File: src/hdl/arpc_pkg.sv
// ----------------------------------------------------------------------------
// arpc_pkg: shared types and constants of the ARP cache and responder
// Item layouts, code points and the control bundles between the top level
// and the cache table.
// ----------------------------------------------------------------------------
`default_nettype none

package arpc_pkg;

    localparam int DEPTH = 16;
    localparam int IDX_W = (DEPTH > 1) ? $clog2(DEPTH) : 1;
    localparam int CNT_W = $clog2(DEPTH + 1);
    localparam logic [CNT_W-1:0] DEPTH_CNT = CNT_W'(DEPTH);

    // request types
    localparam logic [1:0] REQ_RX_ARP = 2'd0;
    localparam logic [1:0] REQ_LOOKUP = 2'd1;
    localparam logic [1:0] REQ_SEND   = 2'd2;
    localparam logic [1:0] REQ_SPARE  = 2'd3;

    // result kinds
    localparam logic [2:0] KIND_CONSUMED = 3'd0;
    localparam logic [2:0] KIND_REPLY    = 3'd1;
    localparam logic [2:0] KIND_REQUEST  = 3'd2;
    localparam logic [2:0] KIND_HIT      = 3'd3;
    localparam logic [2:0] KIND_MISS     = 3'd4;
    localparam logic [2:0] KIND_DROPPED  = 3'd5;

    // ARP header values
    localparam logic [15:0] HW_ETHERNET  = 16'h0001;
    localparam logic [15:0] PROTO_IPV4   = 16'h0800;
    localparam logic [15:0] OP_REQUEST   = 16'h0001;
    localparam logic [15:0] OP_REPLY     = 16'h0002;
    localparam logic [1:0]  TX_OP_REQ    = 2'd1;
    localparam logic [1:0]  TX_OP_REPLY  = 2'd2;
    localparam logic [47:0] MAC_BCAST    = 48'hFFFF_FFFF_FFFF;

    // configuration register indexes
    localparam logic CFG_LOCAL_IP  = 1'b0;
    localparam logic CFG_LOCAL_MAC = 1'b1;

    typedef struct packed {
        logic [1:0]  req_type;
        logic [15:0] hw_type;
        logic [15:0] proto_type;
        logic [15:0] arp_opcode;
        logic [31:0] sender_ip;
        logic [47:0] sender_mac;
        logic [31:0] target_ip;
        logic [31:0] query_ip;
    } t_item;

    typedef struct packed {
        logic [2:0]  result_kind;
        logic [47:0] tx_eth_dest;
        logic [1:0]  tx_opcode;
        logic [47:0] tx_sender_mac;
        logic [31:0] tx_sender_ip;
        logic [47:0] tx_target_mac;
        logic [31:0] tx_target_ip;
        logic [47:0] found_mac;
        logic        table_full;
    } t_rsp;

    // search command to the table
    typedef struct packed {
        logic        start;
        logic [31:0] key;
    } t_tbl_cmd;

    // entry write to the table
    typedef struct packed {
        logic             en;
        logic [IDX_W-1:0] idx;
        logic [31:0]      ip;
        logic [47:0]      mac;
    } t_tbl_wr;

    // search outcome, valid for one cycle with done
    typedef struct packed {
        logic             done;
        logic             found;
        logic [IDX_W-1:0] idx;
    } t_tbl_res;

endpackage

`default_nettype wire

File: src/hdl/arpc_req_if.sv
// ----------------------------------------------------------------------------
// arpc_req_if: request channel of the ARP cache and responder
// Valid/ready handshake with one request item per beat.
// ----------------------------------------------------------------------------
`default_nettype none

interface arpc_req_if;
    logic        valid;
    logic        ready;
    logic [1:0]  req_type;
    logic [15:0] hw_type;
    logic [15:0] proto_type;
    logic [15:0] arp_opcode;
    logic [31:0] sender_ip;
    logic [47:0] sender_mac;
    logic [31:0] target_ip;
    logic [31:0] query_ip;

    modport source (
        output valid, req_type, hw_type, proto_type, arp_opcode,
               sender_ip, sender_mac, target_ip, query_ip,
        input  ready
    );
    modport sink (
        input  valid, req_type, hw_type, proto_type, arp_opcode,
               sender_ip, sender_mac, target_ip, query_ip,
        output ready
    );
endinterface

`default_nettype wire

File: src/hdl/arpc_rsp_if.sv
// ----------------------------------------------------------------------------
// arpc_rsp_if: result channel of the ARP cache and responder
// Valid/ready handshake with one result item per beat.
// ----------------------------------------------------------------------------
`default_nettype none

interface arpc_rsp_if;
    logic        valid;
    logic        ready;
    logic [2:0]  result_kind;
    logic [47:0] tx_eth_dest;
    logic [1:0]  tx_opcode;
    logic [47:0] tx_sender_mac;
    logic [31:0] tx_sender_ip;
    logic [47:0] tx_target_mac;
    logic [31:0] tx_target_ip;
    logic [47:0] found_mac;
    logic        table_full;

    modport source (
        output valid, result_kind, tx_eth_dest, tx_opcode, tx_sender_mac,
               tx_sender_ip, tx_target_mac, tx_target_ip, found_mac, table_full,
        input  ready
    );
    modport sink (
        input  valid, result_kind, tx_eth_dest, tx_opcode, tx_sender_mac,
               tx_sender_ip, tx_target_mac, tx_target_ip, found_mac, table_full,
        output ready
    );
endinterface

`default_nettype wire

File: src/hdl/arp_cache_and_responder_core.sv
// ----------------------------------------------------------------------------
// arp_cache_and_responder_core: ARP responder with an append-only IP cache
// Classifies received ARP packets, learns sender pairs, answers requests for
// the local address, serves lookups and builds broadcast requests.
// Without a cache search the request beat is registered and its result is built
//   in S_EMIT into the output register; with one, S_SEARCH waits for the table,
//   which compares one entry per cycle with its single comparator.
// One item is handled at a time: the next item is taken once the result is in
//   the output register, which holds it while the result side stalls.
// Reset clears the entry count and the local address registers; no clearing
//   pass is needed, as entries at or above the count are never read.
// ----------------------------------------------------------------------------
`default_nettype none

module arp_cache_and_responder_core (
    input  wire logic        i_clk,
    input  wire logic        i_rst_n,
    input  wire logic        i_cfg_we,
    input  wire logic        i_cfg_idx,
    input  wire logic [47:0] i_cfg_data,
    arpc_req_if.sink         i_req,
    arpc_rsp_if.source       o_rsp
);
    import arpc_pkg::*;

    typedef enum logic [1:0] {
        S_IDLE,
        S_SEARCH,
        S_EMIT
    } t_state;

    t_state           r_state,     n_state;
    t_item            r_item,      n_item;
    logic             r_found,     n_found;
    logic [47:0]      r_fmac,      n_fmac;
    logic             r_full,      n_full;
    logic [CNT_W-1:0] r_count,     n_count;
    logic [31:0]      r_local_ip,  n_local_ip;
    logic [47:0]      r_local_mac, n_local_mac;
    logic             r_out_vld,   n_out_vld;
    t_rsp             r_out,       n_out;

    t_item    item_in;
    t_tbl_cmd tbl_cmd;
    t_tbl_wr  tbl_wr;
    t_tbl_res tbl_res;
    logic [47:0] tbl_mac;
    t_rsp     rsp;
    logic     in_ok;
    logic     item_ok;

    arpc_table u_table (
        .i_clk   (i_clk),
        .i_rst_n (i_rst_n),
        .i_cmd   (tbl_cmd),
        .i_wr    (tbl_wr),
        .i_count (r_count),
        .o_res   (tbl_res),
        .o_mac   (tbl_mac)
    );

    always_comb begin
        item_in.req_type   = i_req.req_type;
        item_in.hw_type    = i_req.hw_type;
        item_in.proto_type = i_req.proto_type;
        item_in.arp_opcode = i_req.arp_opcode;
        item_in.sender_ip  = i_req.sender_ip;
        item_in.sender_mac = i_req.sender_mac;
        item_in.target_ip  = i_req.target_ip;
        item_in.query_ip   = i_req.query_ip;
    end

    assign in_ok   = (item_in.hw_type == HW_ETHERNET) && (item_in.proto_type == PROTO_IPV4);
    assign item_ok = (r_item.hw_type == HW_ETHERNET) && (r_item.proto_type == PROTO_IPV4);

    // result of the held item
    always_comb begin
        rsp = '0;
        rsp.result_kind = KIND_CONSUMED;
        case (r_item.req_type)
            REQ_RX_ARP: begin
                if (!item_ok) begin
                    rsp.result_kind = KIND_DROPPED;
                end else begin
                    rsp.table_full = r_full;
                    if (r_item.arp_opcode == OP_REQUEST && r_item.target_ip == r_local_ip) begin
                        rsp.result_kind   = KIND_REPLY;
                        rsp.tx_eth_dest   = r_item.sender_mac;
                        rsp.tx_opcode     = TX_OP_REPLY;
                        rsp.tx_sender_mac = r_local_mac;
                        rsp.tx_sender_ip  = r_item.target_ip;
                        rsp.tx_target_mac = r_item.sender_mac;
                        rsp.tx_target_ip  = r_item.sender_ip;
                    end
                end
            end
            REQ_LOOKUP: begin
                if (r_item.query_ip == r_local_ip) begin
                    rsp.result_kind = KIND_HIT;
                    rsp.found_mac   = r_local_mac;
                end else if (r_found) begin
                    rsp.result_kind = KIND_HIT;
                    rsp.found_mac   = r_fmac;
                end else begin
                    rsp.result_kind = KIND_MISS;
                end
            end
            REQ_SEND: begin
                rsp.result_kind   = KIND_REQUEST;
                rsp.tx_eth_dest   = MAC_BCAST;
                rsp.tx_opcode     = TX_OP_REQ;
                rsp.tx_sender_mac = r_local_mac;
                rsp.tx_sender_ip  = r_local_ip;
                rsp.tx_target_ip  = r_item.query_ip;
            end
            default: begin
                rsp.result_kind = KIND_CONSUMED;
            end
        endcase
    end

    always_comb begin
        n_state     = r_state;
        n_item      = r_item;
        n_found     = r_found;
        n_fmac      = r_fmac;
        n_full      = r_full;
        n_count     = r_count;
        n_local_ip  = r_local_ip;
        n_local_mac = r_local_mac;
        n_out_vld   = r_out_vld && !o_rsp.ready;
        n_out       = r_out;
        tbl_cmd     = '0;
        tbl_wr      = '0;

        if (i_cfg_we) begin
            case (i_cfg_idx)
                CFG_LOCAL_IP:  n_local_ip  = i_cfg_data[31:0];
                CFG_LOCAL_MAC: n_local_mac = i_cfg_data;
                default:       n_local_ip  = r_local_ip;
            endcase
        end

        case (r_state)
            S_IDLE: begin
                if (i_req.valid) begin
                    n_item  = item_in;
                    n_found = 1'b0;
                    n_full  = 1'b0;
                    tbl_cmd.key = (item_in.req_type == REQ_LOOKUP) ?
                                  item_in.query_ip : item_in.sender_ip;
                    // the local pair never enters the table: skip its search
                    if ((item_in.req_type == REQ_RX_ARP && in_ok &&
                         item_in.sender_ip != r_local_ip) ||
                        (item_in.req_type == REQ_LOOKUP &&
                         item_in.query_ip != r_local_ip)) begin
                        tbl_cmd.start = 1'b1;
                        n_state       = S_SEARCH;
                    end else begin
                        n_state = S_EMIT;
                    end
                end
            end
            S_SEARCH: begin
                if (tbl_res.done) begin
                    n_found = tbl_res.found;
                    n_fmac  = tbl_mac;
                    if (r_item.req_type == REQ_RX_ARP) begin
                        tbl_wr.ip  = r_item.sender_ip;
                        tbl_wr.mac = r_item.sender_mac;
                        if (tbl_res.found) begin
                            tbl_wr.en  = 1'b1;
                            tbl_wr.idx = tbl_res.idx;
                        end else if (r_count < DEPTH_CNT) begin
                            // append at the first free slot
                            tbl_wr.en  = 1'b1;
                            tbl_wr.idx = r_count[IDX_W-1:0];
                            n_count    = r_count + CNT_W'(1);
                        end else begin
                            n_full = 1'b1;
                        end
                    end
                    n_state = S_EMIT;
                end
            end
            S_EMIT: begin
                // hold until the output register is free
                if (!r_out_vld || o_rsp.ready) begin
                    n_out     = rsp;
                    n_out_vld = 1'b1;
                    n_state   = S_IDLE;
                end
            end
            default: begin
                n_state = S_IDLE;
            end
        endcase
    end

    always_ff @(posedge i_clk) begin
        if (!i_rst_n) begin
            r_state     <= S_IDLE;
            r_count     <= '0;
            r_local_ip  <= '0;
            r_local_mac <= '0;
            r_out_vld   <= 1'b0;
        end else begin
            r_state     <= n_state;
            r_count     <= n_count;
            r_local_ip  <= n_local_ip;
            r_local_mac <= n_local_mac;
            r_out_vld   <= n_out_vld;
        end
        r_item  <= n_item;
        r_found <= n_found;
        r_fmac  <= n_fmac;
        r_full  <= n_full;
        r_out   <= n_out;
    end

    assign i_req.ready         = (r_state == S_IDLE);
    assign o_rsp.valid         = r_out_vld;
    assign o_rsp.result_kind   = r_out.result_kind;
    assign o_rsp.tx_eth_dest   = r_out.tx_eth_dest;
    assign o_rsp.tx_opcode     = r_out.tx_opcode;
    assign o_rsp.tx_sender_mac = r_out.tx_sender_mac;
    assign o_rsp.tx_sender_ip  = r_out.tx_sender_ip;
    assign o_rsp.tx_target_mac = r_out.tx_target_mac;
    assign o_rsp.tx_target_ip  = r_out.tx_target_ip;
    assign o_rsp.found_mac     = r_out.found_mac;
    assign o_rsp.table_full    = r_out.table_full;

endmodule

`default_nettype wire

File: src/hdl/arpc_table.sv
// ----------------------------------------------------------------------------
// arpc_table: IP-to-MAC cache memory with a sequential search unit
// One entry is read per cycle and compared against the key by a single
// comparator; the search stops at the first match or after the last entry.
// ----------------------------------------------------------------------------
`default_nettype none

module arpc_table (
    input  wire logic               i_clk,
    input  wire logic               i_rst_n,
    input  wire arpc_pkg::t_tbl_cmd i_cmd,
    input  wire arpc_pkg::t_tbl_wr  i_wr,
    input  wire logic [arpc_pkg::CNT_W-1:0] i_count,
    output arpc_pkg::t_tbl_res      o_res,
    output logic [47:0]             o_mac
);
    import arpc_pkg::*;

    logic [31:0] r_mem_ip  [DEPTH];
    logic [47:0] r_mem_mac [DEPTH];

    logic             r_busy;
    logic [CNT_W-1:0] r_addr;
    logic             r_rd_vld;
    logic [IDX_W-1:0] r_rd_idx;
    logic [31:0]      r_key;
    logic [31:0]      r_rd_ip;
    logic [47:0]      r_rd_mac;

    logic more;
    logic hit;
    logic issue;
    logic done;

    assign more  = (r_addr < i_count);
    assign hit   = r_rd_vld && (r_rd_ip == r_key);
    assign issue = r_busy && !hit && more;
    assign done  = r_busy && (hit || (!r_rd_vld && !more));

    always_ff @(posedge i_clk) begin
        if (i_wr.en) begin
            r_mem_ip[i_wr.idx]  <= i_wr.ip;
            r_mem_mac[i_wr.idx] <= i_wr.mac;
        end
        r_rd_ip  <= r_mem_ip[r_addr[IDX_W-1:0]];
        r_rd_mac <= r_mem_mac[r_addr[IDX_W-1:0]];
    end

    always_ff @(posedge i_clk) begin
        if (!i_rst_n) begin
            r_busy   <= 1'b0;
            r_addr   <= '0;
            r_rd_vld <= 1'b0;
            r_rd_idx <= '0;
            r_key    <= '0;
        end else if (i_cmd.start) begin
            r_busy   <= 1'b1;
            r_addr   <= '0;
            r_rd_vld <= 1'b0;
            r_key    <= i_cmd.key;
        end else begin
            r_rd_vld <= issue;
            if (issue) begin
                r_rd_idx <= r_addr[IDX_W-1:0];
                r_addr   <= r_addr + CNT_W'(1);
            end
            if (done) begin
                r_busy <= 1'b0;
            end
        end
    end

    always_comb begin
        o_res.done  = done;
        o_res.found = hit;
        o_res.idx   = r_rd_idx;
    end

    assign o_mac = r_rd_mac;

endmodule

`default_nettype wire

File: src/flat_wrapper.sv
// flat-port wrapper written by rule: the top's interface ports become plain ports
module arp_cache_and_responder_core_flat import arpc_pkg::*;
  (i_clk, i_rst_n, i_cfg_we, i_cfg_idx, i_cfg_data, i_req_valid, i_req_req_type, i_req_hw_type, i_req_proto_type, i_req_arp_opcode, i_req_sender_ip, i_req_sender_mac, i_req_target_ip, i_req_query_ip, i_req_ready, o_rsp_valid, o_rsp_result_kind, o_rsp_tx_eth_dest, o_rsp_tx_opcode, o_rsp_tx_sender_mac, o_rsp_tx_sender_ip, o_rsp_tx_target_mac, o_rsp_tx_target_ip, o_rsp_found_mac, o_rsp_table_full, o_rsp_ready);
  arpc_req_if i_req_i ();
  arpc_rsp_if o_rsp_i ();
  input  wire logic i_clk;
  input  wire logic i_rst_n;
  input  wire logic i_cfg_we;
  input  wire logic i_cfg_idx;
  input  wire logic [47:0] i_cfg_data;
  input wire logic [$bits(i_req_i.valid)-1:0] i_req_valid;
  input wire logic [$bits(i_req_i.req_type)-1:0] i_req_req_type;
  input wire logic [$bits(i_req_i.hw_type)-1:0] i_req_hw_type;
  input wire logic [$bits(i_req_i.proto_type)-1:0] i_req_proto_type;
  input wire logic [$bits(i_req_i.arp_opcode)-1:0] i_req_arp_opcode;
  input wire logic [$bits(i_req_i.sender_ip)-1:0] i_req_sender_ip;
  input wire logic [$bits(i_req_i.sender_mac)-1:0] i_req_sender_mac;
  input wire logic [$bits(i_req_i.target_ip)-1:0] i_req_target_ip;
  input wire logic [$bits(i_req_i.query_ip)-1:0] i_req_query_ip;
  output wire logic [$bits(i_req_i.ready)-1:0] i_req_ready;
  output wire logic [$bits(o_rsp_i.valid)-1:0] o_rsp_valid;
  output wire logic [$bits(o_rsp_i.result_kind)-1:0] o_rsp_result_kind;
  output wire logic [$bits(o_rsp_i.tx_eth_dest)-1:0] o_rsp_tx_eth_dest;
  output wire logic [$bits(o_rsp_i.tx_opcode)-1:0] o_rsp_tx_opcode;
  output wire logic [$bits(o_rsp_i.tx_sender_mac)-1:0] o_rsp_tx_sender_mac;
  output wire logic [$bits(o_rsp_i.tx_sender_ip)-1:0] o_rsp_tx_sender_ip;
  output wire logic [$bits(o_rsp_i.tx_target_mac)-1:0] o_rsp_tx_target_mac;
  output wire logic [$bits(o_rsp_i.tx_target_ip)-1:0] o_rsp_tx_target_ip;
  output wire logic [$bits(o_rsp_i.found_mac)-1:0] o_rsp_found_mac;
  output wire logic [$bits(o_rsp_i.table_full)-1:0] o_rsp_table_full;
  input wire logic [$bits(o_rsp_i.ready)-1:0] o_rsp_ready;
  assign i_req_i.valid = i_req_valid;
  assign i_req_i.req_type = i_req_req_type;
  assign i_req_i.hw_type = i_req_hw_type;
  assign i_req_i.proto_type = i_req_proto_type;
  assign i_req_i.arp_opcode = i_req_arp_opcode;
  assign i_req_i.sender_ip = i_req_sender_ip;
  assign i_req_i.sender_mac = i_req_sender_mac;
  assign i_req_i.target_ip = i_req_target_ip;
  assign i_req_i.query_ip = i_req_query_ip;
  assign i_req_ready = i_req_i.ready;
  assign o_rsp_valid = o_rsp_i.valid;
  assign o_rsp_result_kind = o_rsp_i.result_kind;
  assign o_rsp_tx_eth_dest = o_rsp_i.tx_eth_dest;
  assign o_rsp_tx_opcode = o_rsp_i.tx_opcode;
  assign o_rsp_tx_sender_mac = o_rsp_i.tx_sender_mac;
  assign o_rsp_tx_sender_ip = o_rsp_i.tx_sender_ip;
  assign o_rsp_tx_target_mac = o_rsp_i.tx_target_mac;
  assign o_rsp_tx_target_ip = o_rsp_i.tx_target_ip;
  assign o_rsp_found_mac = o_rsp_i.found_mac;
  assign o_rsp_table_full = o_rsp_i.table_full;
  assign o_rsp_i.ready = o_rsp_ready;
  arp_cache_and_responder_core u_core (.i_clk(i_clk), .i_rst_n(i_rst_n), .i_cfg_we(i_cfg_we), .i_cfg_idx(i_cfg_idx), .i_cfg_data(i_cfg_data), .i_req(i_req_i), .o_rsp(o_rsp_i));
endmodule
File: config.mk
export PLATFORM = sky130hd
export DESIGN_NAME = arp_cache_and_responder_core_flat
export DESIGN_NICKNAME = d
export VERILOG_FILES = /design/src/hdl/arpc_pkg.sv /design/src/hdl/arpc_req_if.sv /design/src/hdl/arpc_rsp_if.sv /design/src/hdl/arp_cache_and_responder_core.sv /design/src/hdl/arpc_table.sv /design/src/flat_wrapper.sv
export SDC_FILE = /design/constraint.sdc
export NUM_CORES = 2
export LEC_CHECK = 0
export ABC_AREA = 0
export BUFFER_PORTS_ARGS = -buffer_cell sky130_fd_sc_hd__buf_4
export CORE_MARGIN = 10
export CORE_UTILIZATION = 38
export DETAILED_ROUTE_END_ITERATION = 6
export RECOVER_POWER = 100
export REMOVE_ABC_BUFFERS = 1
export SYNTH_ARGS = -nofsm -noshare
export SYNTH_HDL_FRONTEND = slang
export SYNTH_SLANG_ARGS = --single-unit
File: constraint.sdc
create_clock -name i_clk -period 16.3 [get_ports i_clk]
set_input_delay 0.815 -clock i_clk [delete_from_list [all_inputs] [get_ports i_clk]]
set_output_delay 0.815 -clock i_clk [all_outputs]
set_load 0.01 [all_outputs]
==> results by group <==
Worst setup path
  – Reg2reg setup slack: 6060 ps
  – Nature of the critical path endpoint: register
  – CP Launch Type: register
  – Reg2reg start: u_core.u_table.r_addr[0]
  – Crit path DAT: 10,560 ps
  – Slowest CP cell: clkbuf_1
  – Delay-heaviest family, CP: buffers and inverters
  – Buffers & Inverters on Critical Path: 2
  – Crit path largest cell delay: 3110 ps
  – Cell Chain, Critical Path: nand2b_1 -> a31oi_1 -> o21a_1 -> nor4_1 -> a31oi_1 -> nor3_2 -> clkbuf_1 -> clkbuf_1
  – Setup CP Type: reg2reg
  – CP startpoint: u_core.u_table.r_addr[0]
  – Required @ worst endpoint: 16,620 ps
  – Worst Path Max Fanout: 45

Floorplanning
  – I/O Pins: 512
  – Die footprint: 216,000 um2
  – Die Span Y: 465 um
  – Initial Utilization: 38.2%
  – Row count: 163
  – Die X: 465 um
  – Core area: 197,000 um2

STA
  – Setup Viol. Count Final: 0
  – Final hold violation count: 0
  – Relative slew slack: -207%
  – Pins Over Slew Limit: 2,487
  – Clk_skew: 70.5 ps
  – Fmax: 97.6 MHz
  – Post-layout min period: 10,240 ps
  – RSZ-0062 raised after global routing: no
  – Final worst-path cycle share: 62.8%
  – Setup ws final: 6060 ps
  – Worst-margin pin slew: 4610 ps

GRT
  – Vias in the first global route: 40,700
  – Largest net degree at the start of global routing: 128
  – Total track usage: 20.6%
  – First-pass GRT wire length: 320,000 um
  – Total gr overflow: 0
  – Initial antenna violation count: 24

Detailed routing
  – Vias: 39,300
  – Total wire length: 228,000 um
  – DR vias/cell: 5.42
  – Residual DRC: 0
  – Drt first pass iters: 5
  – WL/cell: 31.5 um
  – Number of nets with antenna violations after routing: 0
  – Drt initial violations: 4,233

Yosys
  – Post-synth EDFFs: 1,786
  – Post-synth top area share: 71.3%
  – Yosys top cell by area: edfxtp_1
  – Post-synthesis cell area: 75,200 um2
  – Yosys warns: 0
  – Post-synthesis sequential area ratio: 77.0%
  – Syn Inst Count: 3,836
  – FF+latch count, synth: 1,997
  – Synth area leaders: edfxtp_1, mux4_2, dfxtp_1
  – Primary FF master, synth: edfxtp_1
  – Post-Syn Area per Cell: 19.6 um2
  – Synth cell types: 46
  – Asr flop ratio synth: 0%

Job
  – Max-cap violations: 61

Power and ir drop
  – Total power: 10.7 mW
  – P_int: 8.43 mW
  – Sw Pwr: 2.27 mW
  – Worst VDD drop: 0.121 mV
  – Sw Ratio: 21.2%
  – Combinational group share of total power: 2.7%
  – Sequential power share: 52.9%
  – PwrDens: 122 nW/um2
  – Clock Power Share: 44.4%
  – Lkg Pwr: 27.5 nW

Clocking
  – CTS buffer count: 204
  – Root Driver: clkbuf_16
  – # clock sinks: 1,997
  – Worst-skew pair later-pin latency: 860 ps
  – Clk pin slew, worst setup/hold paths: 60 ps
  – Post-cts resize count: 0
  – # Post-CTS Setup Buffers: 0
  – Clock Path Buffers: 3
  – H-tree levels: 4
  – Hold buffers post-CTS: 0
  – CTS tree: yes

Cells and area
  – Fin nets: 4,656
  – Share of layout cells above drive strength 1: 19.8%
  – Layout area overhead: 16.4%
  – Fill count: 17,300
  – Most common cell after layout, fill and taps aside: edfxtp_1
  – Storage element area: 57,900 um2
  – Most frequent cells in the layout: edfxtp_1, clkbuf_1, mux4_2, nand2_1, dfxtp_1
  – Multi-input gate area: 16,400 um2

Status
  – Failing checks: max-capacitance violations, max-slew violations
  – Outcome: finished with violations

Placement
  – DPL Wire Length: 144,000 um
  – Pre-CTS setup slack: 10,670 ps
  – GPL Wtd Cong: 0.892
  – Buffers on Ports: 511

Min path
  – Hold Crit Start: i_req_arp_opcode[11]
  – Hold Crit Class: in2reg
[sequential cells by signal, summed over array words and instances (netlist names), 2 cells and up]
name / count
u_core.u_table.r_mem_ip: 512
u_core.o_rsp.result_kind: 3
u_core.r_state: 2
u_core.u_table.r_key: 32
u_core.u_table.r_addr: 5
u_core.o_rsp.tx_opcode: 2
u_core.r_local_mac: 48
u_core.o_rsp.tx_eth_dest: 48
u_core.u_table.r_rd_ip: 32
u_core.r_count: 5
u_core.o_rsp.found_mac: 48
u_core.r_item: 194
u_core.u_table.o_mac: 48
u_core.u_table.r_rd_idx: 4
u_core.r_local_ip: 32
u_core.o_rsp.tx_target_ip: 32
u_core.r_fmac: 48
u_core.o_rsp.tx_target_mac: 48
u_core.u_table.r_mem_mac: 768
u_core.o_rsp.tx_sender_mac: 48
u_core.o_rsp.tx_sender_ip: 32
[metal layers]
layer | share of wire [%] | global-route usage, % | vias to the layer above
li1 | - | - | 16400
met1 | 38 | 25.8 | 20700
met2 | 49 | 34.2 | 1701
met3 | 6.5 | 3.76 | 426
met4 | 6.0 | 11.0 | 2
met5 | 0.0057 | 0 | -
[path summary, 6_finish.rpt]
| path | endpoint | cells after the start |
|---|---|---|
| setup / recovery | u_core.u_table.r_mem_mac[1][47] | 8 |
| hold / removal | u_core.r_item[155] | 1 |
| setup reg to reg | u_core.u_table.r_mem_mac[1][47] | 8 |
| hold reg to reg | u_core.r_fmac[18] | 0 |
[final cells by class]
class / count / area share (%)
antenna: 25 / 0.0715
clock buffer: 279 / 6.50
clock inverter: 107 / 1.37
inverter: 12 / 0.0586
multi-input combinational: 1596 / 18.8
sequential: 1997 / 66.1
tap: 2640 / 3.77
timing repair buffer: 591 / 3.33
[stage by stage]
step / hold slack, ps / instance area, um2 / instances / utilization [%] / setup TNS (ps)
global route: 108 / 87500 / 7243 / 44.4 / 0
CTS: 58.7 / 89200 / 7222 / 45.3 / 0
finish: 151 / 87500 / 7247 / 44.4 / 0
floorplan: 386 / 74300 / 3605 / - / -3094150
detailed placement: 389 / 82300 / 6836 / 41.8 / 0
global placement: 386 / 82300 / 6836 / 41.8 / 0
[power by group through the flow]
stage,clock network [mW],logic (mW),registers (mW)
final,4.75,0.290,5.66
after floorplan,0,0.112,5.77
after global routing,5.05,0.304,5.67
after global placement,0,0.319,5.76
after detailed placement,0,0.320,5.76
after CTS,4.83,0.321,5.66
[kinds of logic after synthesis]
logic type	count (synthesis)	synth area share, %
AOI/OAI and AO/OA	281	2.46
and+or+nand+nor	682	4.50
xor gates and xnor gates	167	1.95
adders and majority gates	6	0.0999
DFF	1997	77.0
muxes	460	12.8
buffers and inverters	243	1.25
[cell usage after synthesis, types with 3 or more instances]
library cell and n:
nor3_1 9, xor2_1 97, buf_4 3, buf_1 32
nor2b_1 3, nor4_1 45, and2_1 155, edfxtp_1 1786
nand2b_1 8, nand4_1 33, nand3_1 8, nor4b_1 7
nand2_1 232, a21oi_1 88, o21a_1 3, o21ai_0 26
ha_1 6, nor4_2 3, a211oi_1 32, xnor2_1 70
nor2_1 139, a21o_1 50, and3_1 30, clkbuf_1 184
mux4_2 400, inv_1 11, dfxtp_1 211, a22o_1 42
buf_2 10, mux2i_1 60, a31oi_1 34
(Power assumes the default switching activity.)
